==> src/rtl/mcrs_pkg.sv <==
package mcrs_pkg;

  localparam int SLOTS      = 16;
  localparam int CONSUMERS  = 8;
  localparam int DATA_WIDTH = 32;
  localparam int POS_W      = $clog2(SLOTS);
  localparam int CONS_W     = 3;
  localparam int CNT_W      = 4;
  localparam int DEP_STRIDE = 8;
  localparam int CFG_W      = 64;
  localparam int CFG_IDX_W  = 2;

  localparam logic [1:0] KIND_PROVIDE = 2'd0;
  localparam logic [1:0] KIND_QUERY   = 2'd1;
  localparam logic [1:0] KIND_FINISH  = 2'd2;

  localparam logic [CFG_IDX_W-1:0] REG_RUNNING    = 2'd0;
  localparam logic [CFG_IDX_W-1:0] REG_DEP_MATRIX = 2'd1;
  localparam logic [CFG_IDX_W-1:0] REG_ACTIVE     = 2'd2;

  typedef struct packed {
    logic [1:0]            kind;
    logic [CONS_W-1:0]     consumer_index;
    logic [DATA_WIDTH-1:0] data_value;
  } in_item_t;

  typedef struct packed {
    logic                  accepted;
    logic                  available;
    logic [POS_W-1:0]      slot_index;
    logic [DATA_WIDTH-1:0] slot_value;
    logic                  ring_empty;
  } out_item_t;

  typedef enum logic [1:0] {
    ST_IDLE,
    ST_MOVE,
    ST_EXEC,
    ST_RESP
  } state_t;

  typedef struct packed {
    logic load;
    logic move_tail;
    logic rd_en;
    logic exec;
  } dp_cmd_t;

  typedef struct packed {
    logic is_provide;
  } dp_status_t;

  function automatic logic [POS_W-1:0] wrap_inc(input logic [POS_W-1:0] p);
    logic [POS_W-1:0] r;
    if (p == POS_W'(SLOTS - 1)) begin
      r = '0;
    end else begin
      r = p + POS_W'(1);
    end
    return r;
  endfunction

endpackage

==> src/rtl/multi_consumer_ring_sequencer_top.sv <==
// Ring of sixteen 32-bit slots with one producer and up to eight consumers
// whose ordering follows a dependency matrix. Each request is a provide, a
// query or a finish, and gives exactly one result. Requests are handled one
// at a time: a request is taken in the idle state, the tail catch-up and the
// registered slot read happen in the next cycle and the update in the one
// after; the result is then offered and held until out_ready takes it, and
// only then can a new request be taken. A result that waits for out_ready
// holds off the next request for as long as it waits.
// Configuration writes are applied at once and should only be made while no
// request is in flight.
module multi_consumer_ring_sequencer_top
  import mcrs_pkg::*;
(
  input  logic                 clk,
  input  logic                 rst_n,
  input  logic                 in_valid,
  output logic                 in_ready,
  input  in_item_t             in_data,
  output logic                 out_valid,
  input  logic                 out_ready,
  output out_item_t            out_data,
  input  logic                 cfg_we,
  input  logic [CFG_IDX_W-1:0] cfg_index,
  input  logic [CFG_W-1:0]     cfg_wdata
);

  dp_cmd_t    cmd;
  dp_status_t status;

  mcrs_ctrl u_ctrl (
    .clk       (clk),
    .rst_n     (rst_n),
    .in_valid  (in_valid),
    .in_ready  (in_ready),
    .out_valid (out_valid),
    .out_ready (out_ready),
    .status    (status),
    .cmd       (cmd)
  );

  mcrs_dp u_dp (
    .clk       (clk),
    .rst_n     (rst_n),
    .in_data   (in_data),
    .out_data  (out_data),
    .cfg_we    (cfg_we),
    .cfg_index (cfg_index),
    .cfg_wdata (cfg_wdata),
    .cmd       (cmd),
    .status    (status)
  );

endmodule

==> src/rtl/mcrs_ctrl.sv <==
module mcrs_ctrl
  import mcrs_pkg::*;
(
  input  logic       clk,
  input  logic       rst_n,
  input  logic       in_valid,
  output logic       in_ready,
  output logic       out_valid,
  input  logic       out_ready,
  input  dp_status_t status,
  output dp_cmd_t    cmd
);

  state_t state_r;
  state_t state_nxt;

  always_ff @(posedge clk) begin
    if (!rst_n) begin
      state_r <= ST_IDLE;
    end else begin
      state_r <= state_nxt;
    end
  end

  always_comb begin
    state_nxt     = state_r;
    cmd           = '0;
    in_ready      = 1'b0;
    out_valid     = 1'b0;
    case (state_r)
      ST_IDLE: begin
        in_ready = 1'b1;
        if (in_valid) begin
          cmd.load  = 1'b1;
          state_nxt = ST_MOVE;
        end
      end
      ST_MOVE: begin
        // The tail only catches up with the consumers ahead of a provide.
        cmd.move_tail = status.is_provide;
        cmd.rd_en     = 1'b1;
        state_nxt     = ST_EXEC;
      end
      ST_EXEC: begin
        cmd.exec  = 1'b1;
        state_nxt = ST_RESP;
      end
      ST_RESP: begin
        out_valid = 1'b1;
        if (out_ready) begin
          state_nxt = ST_IDLE;
        end
      end
      default: begin
        state_nxt = ST_IDLE;
      end
    endcase
  end

endmodule

==> src/rtl/mcrs_dp.sv <==
module mcrs_dp
  import mcrs_pkg::*;
(
  input  logic                 clk,
  input  logic                 rst_n,
  input  in_item_t             in_data,
  output out_item_t            out_data,
  input  logic                 cfg_we,
  input  logic [CFG_IDX_W-1:0] cfg_index,
  input  logic [CFG_W-1:0]     cfg_wdata,
  input  dp_cmd_t              cmd,
  output dp_status_t           status
);

  in_item_t              item_r;
  logic                  running_r;
  logic [CFG_W-1:0]      dep_r;
  logic [CNT_W-1:0]      active_r;
  logic [POS_W-1:0]      head_r;
  logic [POS_W-1:0]      tail_r;
  logic [POS_W-1:0]      pos_r [CONSUMERS];
  logic [DATA_WIDTH-1:0] rd_data_r;
  out_item_t             out_r;
  out_item_t             out_nxt;
  logic [DATA_WIDTH-1:0] mem [SLOTS];

  logic [CNT_W-1:0]      live_cnt;
  logic [CONSUMERS-1:0]  live;
  logic [CONS_W-1:0]     who;
  logic [POS_W-1:0]      step;
  logic [POS_W:0]        gap;
  logic [POS_W:0]        tail_sum;
  logic [POS_W-1:0]      tail_moved;
  logic [POS_W-1:0]      slot;
  logic [DEP_STRIDE-1:0] dep_row;
  logic                  slot_ok;
  logic                  prov_ok;
  logic [POS_W-1:0]      head_exec;
  logic                  do_write;

  assign who               = item_r.consumer_index;
  assign status.is_provide = (item_r.kind == KIND_PROVIDE);
  assign out_data          = out_r;

  // An active count of zero behaves as one, and counts above the ring's
  // consumer capacity are clipped.
  always_comb begin
    if (active_r == '0) begin
      live_cnt = CNT_W'(1);
    end else if (active_r > CNT_W'(CONSUMERS)) begin
      live_cnt = CNT_W'(CONSUMERS);
    end else begin
      live_cnt = active_r;
    end
    for (int c = 0; c < CONSUMERS; c++) begin
      live[c] = (CNT_W'(c) < live_cnt);
    end
  end

  // Nearest live consumer ahead of the tail, measured round the ring.
  always_comb begin
    step = POS_W'(SLOTS - 1);
    gap  = '0;
    for (int c = 0; c < CONSUMERS; c++) begin
      if (pos_r[c] >= tail_r) begin
        gap = {1'b0, pos_r[c]} - {1'b0, tail_r};
      end else begin
        gap = {1'b0, pos_r[c]} + (POS_W+1)'(SLOTS) - {1'b0, tail_r};
      end
      if (live[c] && (gap[POS_W-1:0] < step)) begin
        step = gap[POS_W-1:0];
      end
    end
    tail_sum = {1'b0, tail_r} + {1'b0, step};
    if (tail_sum >= (POS_W+1)'(SLOTS)) begin
      tail_sum = tail_sum - (POS_W+1)'(SLOTS);
    end
    if (tail_r == head_r) begin
      tail_moved = tail_r;
    end else begin
      tail_moved = tail_sum[POS_W-1:0];
    end
  end

  // A slot is ready when the producer has moved past it and no consumer
  // that this one waits on is still working on it.
  always_comb begin
    slot    = pos_r[who];
    dep_row = dep_r[int'(who) * DEP_STRIDE +: DEP_STRIDE];
    slot_ok = (slot != head_r);
    for (int i = 0; i < CONSUMERS; i++) begin
      if (live[i] && dep_row[i] && (pos_r[i] == slot)) begin
        slot_ok = 1'b0;
      end
    end
  end

  assign prov_ok   = running_r && (wrap_inc(head_r) != tail_r);
  assign do_write  = cmd.exec && status.is_provide && prov_ok;
  assign head_exec = do_write ? wrap_inc(head_r) : head_r;

  always_comb begin
    out_nxt            = '0;
    out_nxt.ring_empty = (head_exec == tail_r);
    case (item_r.kind)
      KIND_PROVIDE: begin
        out_nxt.accepted = prov_ok;
      end
      KIND_QUERY: begin
        if (live[who]) begin
          out_nxt.slot_index = slot;
          out_nxt.available  = slot_ok;
          if (slot_ok) begin
            out_nxt.slot_value = rd_data_r;
          end
        end
      end
      default: begin
        out_nxt.accepted = 1'b0;
      end
    endcase
  end

  always_ff @(posedge clk) begin
    if (!rst_n) begin
      running_r <= 1'b0;
      dep_r     <= '0;
      active_r  <= CNT_W'(1);
      head_r    <= '0;
      tail_r    <= '0;
      for (int c = 0; c < CONSUMERS; c++) begin
        pos_r[c] <= '0;
      end
    end else begin
      if (cfg_we) begin
        case (cfg_index)
          REG_RUNNING:    running_r <= cfg_wdata[0];
          REG_DEP_MATRIX: dep_r     <= cfg_wdata;
          REG_ACTIVE:     active_r  <= cfg_wdata[CNT_W-1:0];
          default: begin
            running_r <= running_r;
          end
        endcase
      end
      if (cmd.move_tail) begin
        tail_r <= tail_moved;
      end
      if (cmd.exec) begin
        head_r <= head_exec;
        if ((item_r.kind == KIND_FINISH) && live[who]) begin
          pos_r[who] <= wrap_inc(pos_r[who]);
        end
      end
    end
  end

  always_ff @(posedge clk) begin
    if (cmd.load) begin
      item_r <= in_data;
    end
    if (cmd.exec) begin
      out_r <= out_nxt;
    end
  end

  always_ff @(posedge clk) begin
    if (do_write) begin
      mem[head_r] <= item_r.data_value;
    end
    if (cmd.rd_en) begin
      rd_data_r <= mem[pos_r[who]];
    end
  end

endmodule

==> config.mk <==
export PLATFORM = sky130hd
export DESIGN_NAME = multi_consumer_ring_sequencer_top
export DESIGN_NICKNAME = d
export VERILOG_FILES = /design/src/rtl/mcrs_pkg.sv /design/src/rtl/multi_consumer_ring_sequencer_top.sv /design/src/rtl/mcrs_ctrl.sv /design/src/rtl/mcrs_dp.sv
export SDC_FILE = /design/constraint.sdc
export NUM_CORES = 1
export LEC_CHECK = 0
export BUFFER_PORTS_ARGS = -buffer_cell sky130_fd_sc_hd__buf_2
export CAP_MARGIN = 20
export CORE_MARGIN = 8
export CORE_UTILIZATION = 46
export CTS_CLUSTER_SIZE = 25
export DETAILED_ROUTE_END_ITERATION = 16
export SLEW_MARGIN = 20
export SYNTH_ARGS = -nofsm -noshare
export SYNTH_HDL_FRONTEND = slang
export SYNTH_HIERARCHICAL = 1
export SYNTH_SLANG_ARGS = --single-unit
==> constraint.sdc <==
create_clock -name clk -period 15.1 [get_ports clk]
set_input_delay 4.53 -clock clk [delete_from_list [all_inputs] [get_ports clk]]
set_output_delay 4.53 -clock clk [all_outputs]
set_load 0.01 [all_outputs]
-- Word-level counts from Yosys, hierarchy flattened
Memories as Yosys holds them, arrays and structs flattened. A register that Yosys moved wholly into a read port is not among the register bits.
Index checks and enable logic that the tools add are counted.
- add/subtract/negate cells: 28
- multipliers: 0
- divide/modulo/power cells: 0
- magnitude comparators: 27
- equal/unequal tests: 23
- shift operators: 1
- mux-type cells: 55
- bitwise gates (word level): 1
- reductions and logical operators: 40
- operators with widths (kind ; count):
    $mux W4 ; 26
    $shiftx A64 B7 Y8 ; 1
    $sub A4 B4 Y4 ; 16
    $add A4 B1 Y4 const B ; 10
    $eq A4 B4 Y1 ; 10
    $ge A4 B4 Y1 ; 8
    $logic_and A1 B1 Y1 ; 28
    $lt A4 B4 Y1 ; 7
    $mux W1 ; 22
    $lt A3 B4 Y1 const A ; 4
    $reduce_and A2 Y1 ; 6
    $eq A2 B2 Y1 const B ; 4
    $eq A4 B4 Y1 const B ; 2
    $lt A1 B4 Y1 const A ; 2
    $lt A2 B4 Y1 const A ; 2
    $ne A4 B4 Y1 ; 2
    $pmux W2 S4 ; 1
    $eq A2 B1 Y1 const B ; 3
    $logic_not A2 Y1 ; 3
    $mux W2 ; 3
    $mux W3 ; 2
    $add A4 B4 Y5 ; 1
    $ge A5 B5 Y1 const B ; 1
    $gt A4 B4 Y1 const B ; 1
    other kinds (9) ; 10
- register bits after elaboration: 155
- latch bits: 0
- bits in writable memories: 544
- ROM bits: 0
- word-level logic and storage cells: 191
- memories: 2
- memory list (memory ; depth ; width ; rd ports ; clocked after memory_dff ; write ports ; RTL line ; RTL):
    u_dp.mem ; 16 ; 32 ; 1 ; 1 ; 1 ; mcrs_dp.sv:25 ; logic [DATA_WIDTH-1:0] mem [SLOTS];
    u_dp.pos_r ; 8 ; 4 ; 9 ; 1 ; 8 ; mcrs_dp.sv:21 ; logic [POS_W-1:0] pos_r [CONSUMERS];

-- Logic depth before layout (Yosys ltp)
Gate-level depths: netlist of run 1.
An unclocked memory read counts as a cell.
- word-level depth: 31
- gate-level depth with buffers: 54

-- Modules after synthesis
Netlist of run 1, hierarchy kept.
- by module, submodules not included (module ; instances ; cells an instance ; area an instance (um2)):
    mcrs_dp ; 1 ; 2278 ; 31433.9
    mcrs_ctrl ; 1 ; 18 ; 170.2

-- Worst setup path before layout of run 1
No wires, ideal clock.
- path kind: reg2reg
- from: register u_dp.tail_r[1]
- to: register u_dp.tail_r[3]
- arrival: 10.758 ns
- slack: 4.223 ns
- stages on the path, launching flop included: 52
- path buffers: 0
- clock period less this slack: 10.877 ns
- cell sequence: dfxtp_1 inv_1 ha_1 a21o_1 a21oi_1 xnor2_1 inv_1 ha_1 o21ai_0 nand2_1 mux2i_1 inv_1 ha_1 o211ai_1 nand2_1 a21o_1 a21o_1 ha_1 [16 not listed] ha_1 a211o_1 nor3b_1 a31oi_2 mux2i_1 ha_1 a211oi_1 nand3b_1 o21ai_2 nand2_1 o21ai_0 ha_1 a21o_1 a21oi_1 xor2_1 nor3b_1 a211o_1 mux2i_1
- word-level cells in the longest chain between the ends: 29
- elaborated cells on any way between the ends: 63
- classes of those cells: add/sub (18); order compare (17); eq/ne (1); mux (17); bitwise (1); reduce/logical (9)
- RTL lines (item ; RTL line ; RTL):
    start: declaration ; mcrs_dp.sv:20 ; logic [POS_W-1:0] tail_r;
    start signal: assignment ; mcrs_dp.sv:146 ; tail_r <= tail_moved;
    $sub A4 B4 Y4 (tied with other cells) ; mcrs_dp.sv:68 ; gap = {1'b0, pos_r[c]} + (POS_W+1)'(SLOTS) - {1'b0, tail_r};
    $mux W4 ; mcrs_dp.sv:65 ; if (pos_r[c] >= tail_r) begin
    $lt A4 B4 Y1 ; mcrs_dp.sv:70 ; if (live[c] && (gap[POS_W-1:0] < step)) begin
    $logic_and A1 B1 Y1 ; mcrs_dp.sv:70 ;
    $mux W4 ; mcrs_dp.sv:70 ;
    $lt A4 B4 Y1 ; mcrs_dp.sv:70 ;
    $logic_and A1 B1 Y1 ; mcrs_dp.sv:70 ;
    $mux W4 ; mcrs_dp.sv:70 ;
    [13 not listed] ; -- ;
    $logic_and A1 B1 Y1 ; mcrs_dp.sv:70 ;
    $mux W4 ; mcrs_dp.sv:70 ;
    $lt A4 B4 Y1 ; mcrs_dp.sv:70 ;
    $logic_and A1 B1 Y1 ; mcrs_dp.sv:70 ;
    $mux W4 ; mcrs_dp.sv:70 ;
    $add A4 B4 Y5 ; mcrs_dp.sv:74 ; tail_sum = {1'b0, tail_r} + {1'b0, step};
    $sub A4 B1 Y4 / $ge A5 B5 Y1 (equally long branches) ; mcrs_dp.sv:76, mcrs_dp.sv:75 ;
    $mux W4 ; mcrs_dp.sv:75 ; if (tail_sum >= (POS_W+1)'(SLOTS)) begin
Several ways; a longest one is shown, not always the timed one.
A chain may end at the register's enable or synchronous reset.

-- Worst setup path after layout of run 1
Same ends and word-level chain as after synthesis.

==> results of run 1 <==
==> cells in the mapped netlist, drive strengths merged, types with 46 or more instances <==
master    n
and3     68
dfxtp    82
clkbuf   89
edfxtp  652
ha       47
inv      46
a21oi    58
a21boi   66
mux2i   158
nand2   435
nor2     82
a311oi   65
nor3     47
==> flip-flops by register name, summed over array words and instances, names as in the netlist, named ones only <==
register        count
u_dp/who            3
u_dp/active_r       4
u_dp/item_r        34
u_dp/pos_r         32
u_dp/out_data      39
u_ctrl/state_r      2
u_dp/head_r         4
u_dp/running_r      1
u_dp/tail_r         4
u_dp/mem          512
u_dp/dep_r         64
u_dp/rd_data_r     32
==> stage by stage <==
step	worst slack (ns)	hold WS [ns]	cell area [µm²]	util (%)	total power [mW]
5_1_grt	1.78	0.485	35800	52.4	5.93
3_3_place_gp	3.38	0.453	33400	48.9	3.91
2_1_floorplan	4.22	0.439	31600	-	3.50
4_1_cts	2.74	0.467	35800	52.4	5.73
6_report	2.54	0.464	35800	52.4	5.68
3_5_place_dp	2.78	0.459	33400	48.9	3.94
==> power by group through the flow <==
stage / Sequential, mW / Clock (mW) / Combinational (mW)
finish: 2.49 / 1.78 / 1.40
CTS: 2.50 / 1.82 / 1.41
global route: 2.51 / 1.90 / 1.52
detailed placement: 2.54 / 0 / 1.41
global placement: 2.53 / 0 / 1.37
floorplan: 2.50 / 0 / 1.00
==> area by class of cell <==
type / instances / area, µm²
fillers: 5670 / 32500
repair buffers: 186 / 1030
well taps: 882 / 1100
clock buffers: 93 / 2050
multi-input cells: 1390 / 9910
clock inverters: 50 / 345
inverters: 46 / 180
flip-flops and latches: 734 / 21200
==> tightest hold or removal path, cell delays in order, from the launching register on <==
cell      delay, ns
dfxtp_1        0.30
nand2_1        0.04
a21boi_0       0.06
==> path summary, 6_finish.rpt <==
kind         slack (ns)                   startpoint                     endpoint
max reg2reg        2.54  u_dp/tail_r[1]$_SDFFE_PN0P_  u_dp/tail_r[3]$_SDFFE_PN0P_
min                0.46  u_dp/dep_r[60]$_SDFFE_PN0P_  u_dp/dep_r[60]$_SDFFE_PN0P_
min reg2reg        0.46  u_dp/dep_r[60]$_SDFFE_PN0P_  u_dp/dep_r[60]$_SDFFE_PN0P_
max                2.54  u_dp/tail_r[1]$_SDFFE_PN0P_  u_dp/tail_r[3]$_SDFFE_PN0P_
==> per-layer routing <==
| metal | GRT usage [%] | up-vias | part of all wire (%) |
|---|---|---|---|
| met5 | 0 | - | 0 |
| met4 | 4.36 | 0 | 1.5 |
| met3 | 3.00 | 87 | 6.1 |
| met2 | 31.8 | 594 | 47 |
| met1 | 28.5 | 9788 | 46 |
| li1 | - | 8817 | - |
==> cell families after synthesis <==
kind of cell / synth area share (%)
and+or+nand+nor: 10.5
DFF: 67.1
AOI/OAI and AO/OA: 7.31
muxes: 8.35
buffers and inverters: 2.09
xor gates and xnor gates: 2.16
adders and majority gates: 2.46
==> results.ini, run 1 <==
[outcome]
outcome=finished clean

[yosys]
synth_top_area_share_pct=62.0
yosys_warnings=6
synth.avg_cell_area_um2=13.8
synth-edff-count=652
synth-main-ff-cell=edfxtp_1
synth.distinct_cells=78
synth_area_leader_cell=edfxtp_1
syn_inst=2296
synth_fp_nets=2460
syn_area_mm2=0.0316
seq_area_frac_synth_pct=67.1
async_flop_share_pct=0
ys_ff_latch=734
yosys-top-cells-area=edfxtp_1 (62%), dfxtp_1 (5.2%), nand2_1 (5.2%)

[floorplan]
fp-row-count=96
initial_core_util_pct=46.2
die_w_um=278
dieArea_mm2=0.0773
core_mm2=0.0683
die_height_um=278
io_pins=149

[sta]
timing.final.crit_share_pct=83.2
max_freq_ghz=0.0796
relSlewSlack_pct=26.8
hold_violations=0
rsz0062_at_grt=no
finalSetupTns_ns=0
finalMaxSlewViolations=0
skew_ns=0.0244
period_minus_slack_ns=12.56
setup_viol=0
tightest_slew_ns=1.10

[critical_path]
endpoint_kind=flip-flop
critPathKind=reg2reg
cpMostUsedCell=ha_1
crit_slowest_cell=inv_1
max_stage_delay_ns=0.69
worst-path-buf-inv=5
cp.required_ns=15.61
path_depth=51
cp_top_family=compound AO/OA/AOI/OAI gates
crit_path_start_kind=flip-flop
path_max_fanout=17
worstPathArrival_ns=13.07
r2r.worst_path.cells=51

[hold_path]
holdPathStages=2
hold_path.class=reg2reg

[cts]
clk_latency_ns=0.62
postCtsSetupBuffers=0
cts-htree-levels=3
clockRootBuffer=clkbuf_16
cts_tree=done
clk_pin_slew_ns=0.06
clkSinkCount=734
cts_buffer_depth=3
cts_buffers=79
cts_hold_buf=0
ctsResizeCount=0

[drt]
drtAntennaViolNets=0
drc=0
drt_wl_total_um=78400
drt-initial-drc-count=1632
wire_per_inst_um=23.2
via_count=19300
viasPerCell=5.70
dr.pass1.iters=5

[cells_and_area]
mostFrequentLayoutCell=edfxtp_1
nets=2601
drive_above_1_share_pct=15.8
syn2layout_area_growth_pct=13.4
final_cell_mix=edfxtp_1 (652), nand2_1 (435), mux2i_1 (154), buf_2 (148), dfxtp_1 (82)
final_cells=3381
n_antenna_cell=0

[power_and_ir_drop]
power_density_mw_per_mm2=158
p_int_mw=3.94
p_switching_mw=1.74
p_sw_share_pct=30.6
p_comb_share_pct=24.7
seqPwrFrac_pct=43.9
leakagePower_nw=12.5
p_clk_share_pct=31.3
peakVddDrop_v=0.000103

[global_route]
grt_overflow=0
grt_max_degree=135
grt_pass1_vias=19100
grt_usage_pct=19.8
antenna_found_initial=2
grt_pass1_wl_um=119000

[placed_design]
dpl.hpwl_um=44200
placed_cells=3238
place_congestion=0.871
port_buffers=148

[job]
drv_cap=0

(Power assumes the default switching activity.)
==> inputs of run 2 (changes only) <==
==> constraint.sdc (replaced) <==
create_clock -name clk -period 12.6 [get_ports clk]
set_input_delay 3.78 -clock clk [delete_from_list [all_inputs] [get_ports clk]]
set_output_delay 3.78 -clock clk [all_outputs]
set_load 0.01 [all_outputs]
==> run 2 against run 1 <==
  * Clock skew up 0.0021 ns
  * Largest power group unchanged
  * Highest routed layer unchanged
  * Combinational power grew 20%
  * Design area increased by 0.40%
  * Critical endpoint unchanged
  * Total power increased by 21%
  * Sequential share of layout area fell by 0.23 points
  * Largest cell class unchanged
  * Via count increased by 0.29%
==> results.ini, run 2 (synthesis results as in run 1) <==
[floorplan]
dieArea_mm2=0.0773
core_mm2=0.0683
die_w_um=278
initial_core_util_pct=46.2
fp-row-count=96
io_pins=149
die_height_um=278

[hold_path]
hold_path.class=reg2reg
hold_start=u_dp/dep_r[53]$_SDFFE_PN0P_

[critical_path]
endpoint_kind=flip-flop
crit_path_start_kind=flip-flop
reg2reg_slack_ns=0.71
crit_start=u_dp/tail_r[1]$_SDFFE_PN0P_
crit_slowest_cell=ha_1
critPathKind=reg2reg
max_stage_delay_ns=0.42
reg2reg_from=u_dp/tail_r[1]$_SDFFE_PN0P_
cpMostUsedCell=ha_1
endpoint=u_dp/tail_r[3]$_SDFFE_PN0P_
worstPathArrival_ns=12.39
path_max_fanout=9
cp.required_ns=13.10
r2r.worst_path.cells=51
rr_endpoint=u_dp/tail_r[3]$_SDFFE_PN0P_

[cells_and_area]
top_register=u_dp/mem
final_area_mm2=0.0360
syn2layout_area_growth_pct=13.8
drive_above_1_share_pct=16.2
nets=2607
final_cell_mix=edfxtp_1 (652), nand2_1 (435), mux2i_1 (153), buf_2 (148), clkbuf_16 (81)
mostFrequentLayoutCell=edfxtp_1
largest_reg_flops=512
final_cells=3385

[placed_design]
placed_cells=3240
dpl.hpwl_um=44200
place_congestion=0.878
port_buffers=148
place_area_mm2=0.0334

[drt]
drt-initial-drc-count=1682
via_count=19300
drtAntennaViolNets=0
viasPerCell=5.71
dr.pass1.iters=7
drt_wl_total_um=79000
drc=0
wire_per_inst_um=23.3

[cts]
clk_pin_slew_ns=0.06
clkSinkCount=734
cts_buffers=78
cts_hold_buf=0
clk_latency_ns=0.63
cts-htree-levels=3
cts_buffer_depth=3
cts_tree=done
clockRootBuffer=clkbuf_16

[sta]
rsz0062_at_grt=no
tightest_slew_ns=1.09
period_minus_slack_ns=11.89
skew_ns=0.0265
finalMaxSlewViolations=0
finalSetupTns_ns=0
relSlewSlack_pct=27.5
max_freq_ghz=0.0841
setup_viol=0
timing.final.crit_share_pct=94.4
hold_violations=0

[outcome]
outcome=finished clean

[job]
drv_cap=0

[power_and_ir_drop]
power_density_mw_per_mm2=191
peakVddDrop_v=0.000126
leakagePower_nw=12.6

[global_route]
antenna_found_initial=3
grt_max_degree=135
grt_pass1_wl_um=119000
grt_overflow=0
grt_pass1_vias=19200
grt_usage_pct=19.9

[run 2: changes by cell type in the layout (fill, tap and decap cells not counted), sizes merged]
cell,previous run,this run
buf,186,193
bufinv,2,4
clkbuf,93,97
clkinv,42,29
clkinvlp,4,7
diode,0,1
[run 2: power by group]
| group | internal (mW) | total [mW] | switching [mW] |
|---|---|---|---|
| combinational | 0.640 | 1.68 | 1.04 |
| clock | 1.26 | 2.21 | 0.941 |
| sequential | 2.87 | 2.99 | 0.114 |
[run 2: critical path, delay by kind of cell, from the launching register on]
| family | cells | cell delay (ns) |
|---|---|---|
| flip-flops | 1 | 0.41 |
| buffers and inverters | 5 | 0.52 |
| AND/OR/NAND/NOR | 9 | 1.53 |
| XOR/XNOR | 2 | 0.34 |
| multiplexers | 4 | 0.81 |
| AO/OA/AOI/OAI | 22 | 5.17 |
| adder cells (fa/ha/maj) | 9 | 3.00 |
[run 2: area by class of cell]
type / instances / area, µm²
antenna: 1 / 2.50
clock buffer: 97 / 2090
clock inverter: 42 / 374
fill: 5623 / 32400
inverter: 46 / 184
multi-input combinational: 1390 / 9930
sequential: 734 / 21200
tap: 882 / 1100
timing repair buffer: 193 / 1080
[run 2: timing repair]
| item | CTS | global route |
|---|---|---|
| setup endpoints to repair | 0 | 1 |
| gates resized for setup | 0 | 7 |
| buffers inserted | 0 | 5 |
[run 2: per-layer routing]
layer	share of wire (%)	vias to the layer above	GRT usage [%]
met4	2.4	0	6.56
li1	-	8826	-
met1	45	9805	28.2
met2	47	598	31.4
met5	0	-	0
met3	5.5	113	3.02
[run 2: how the worst min path moves through the flow]
stage                                              to  depth (start not counted)
after floorplan           u_dp/dep_r[20]$_SDFFE_PN0P_                          2
after global placement    u_dp/dep_r[24]$_SDFFE_PN0P_                          2
after detailed placement  u_dp/dep_r[53]$_SDFFE_PN0P_                          2
after CTS                 u_dp/dep_r[53]$_SDFFE_PN0P_                          2
after global routing      u_dp/dep_r[59]$_SDFFE_PN0P_                          2
final                     u_dp/dep_r[53]$_SDFFE_PN0P_                          2
[run 2: stage by stage]
step	hold WS (ns)	util (%)	setup slack (ns)	power, mW
after floorplan	0.439	-	1.72	4.19
after global placement	0.453	48.9	1.26	4.68
after detailed placement	0.457	48.9	0.670	4.72
after CTS	0.467	52.5	0.610	6.93
after global routing	0.483	52.6	0.00925	7.18
final	0.466	52.6	0.707	6.88
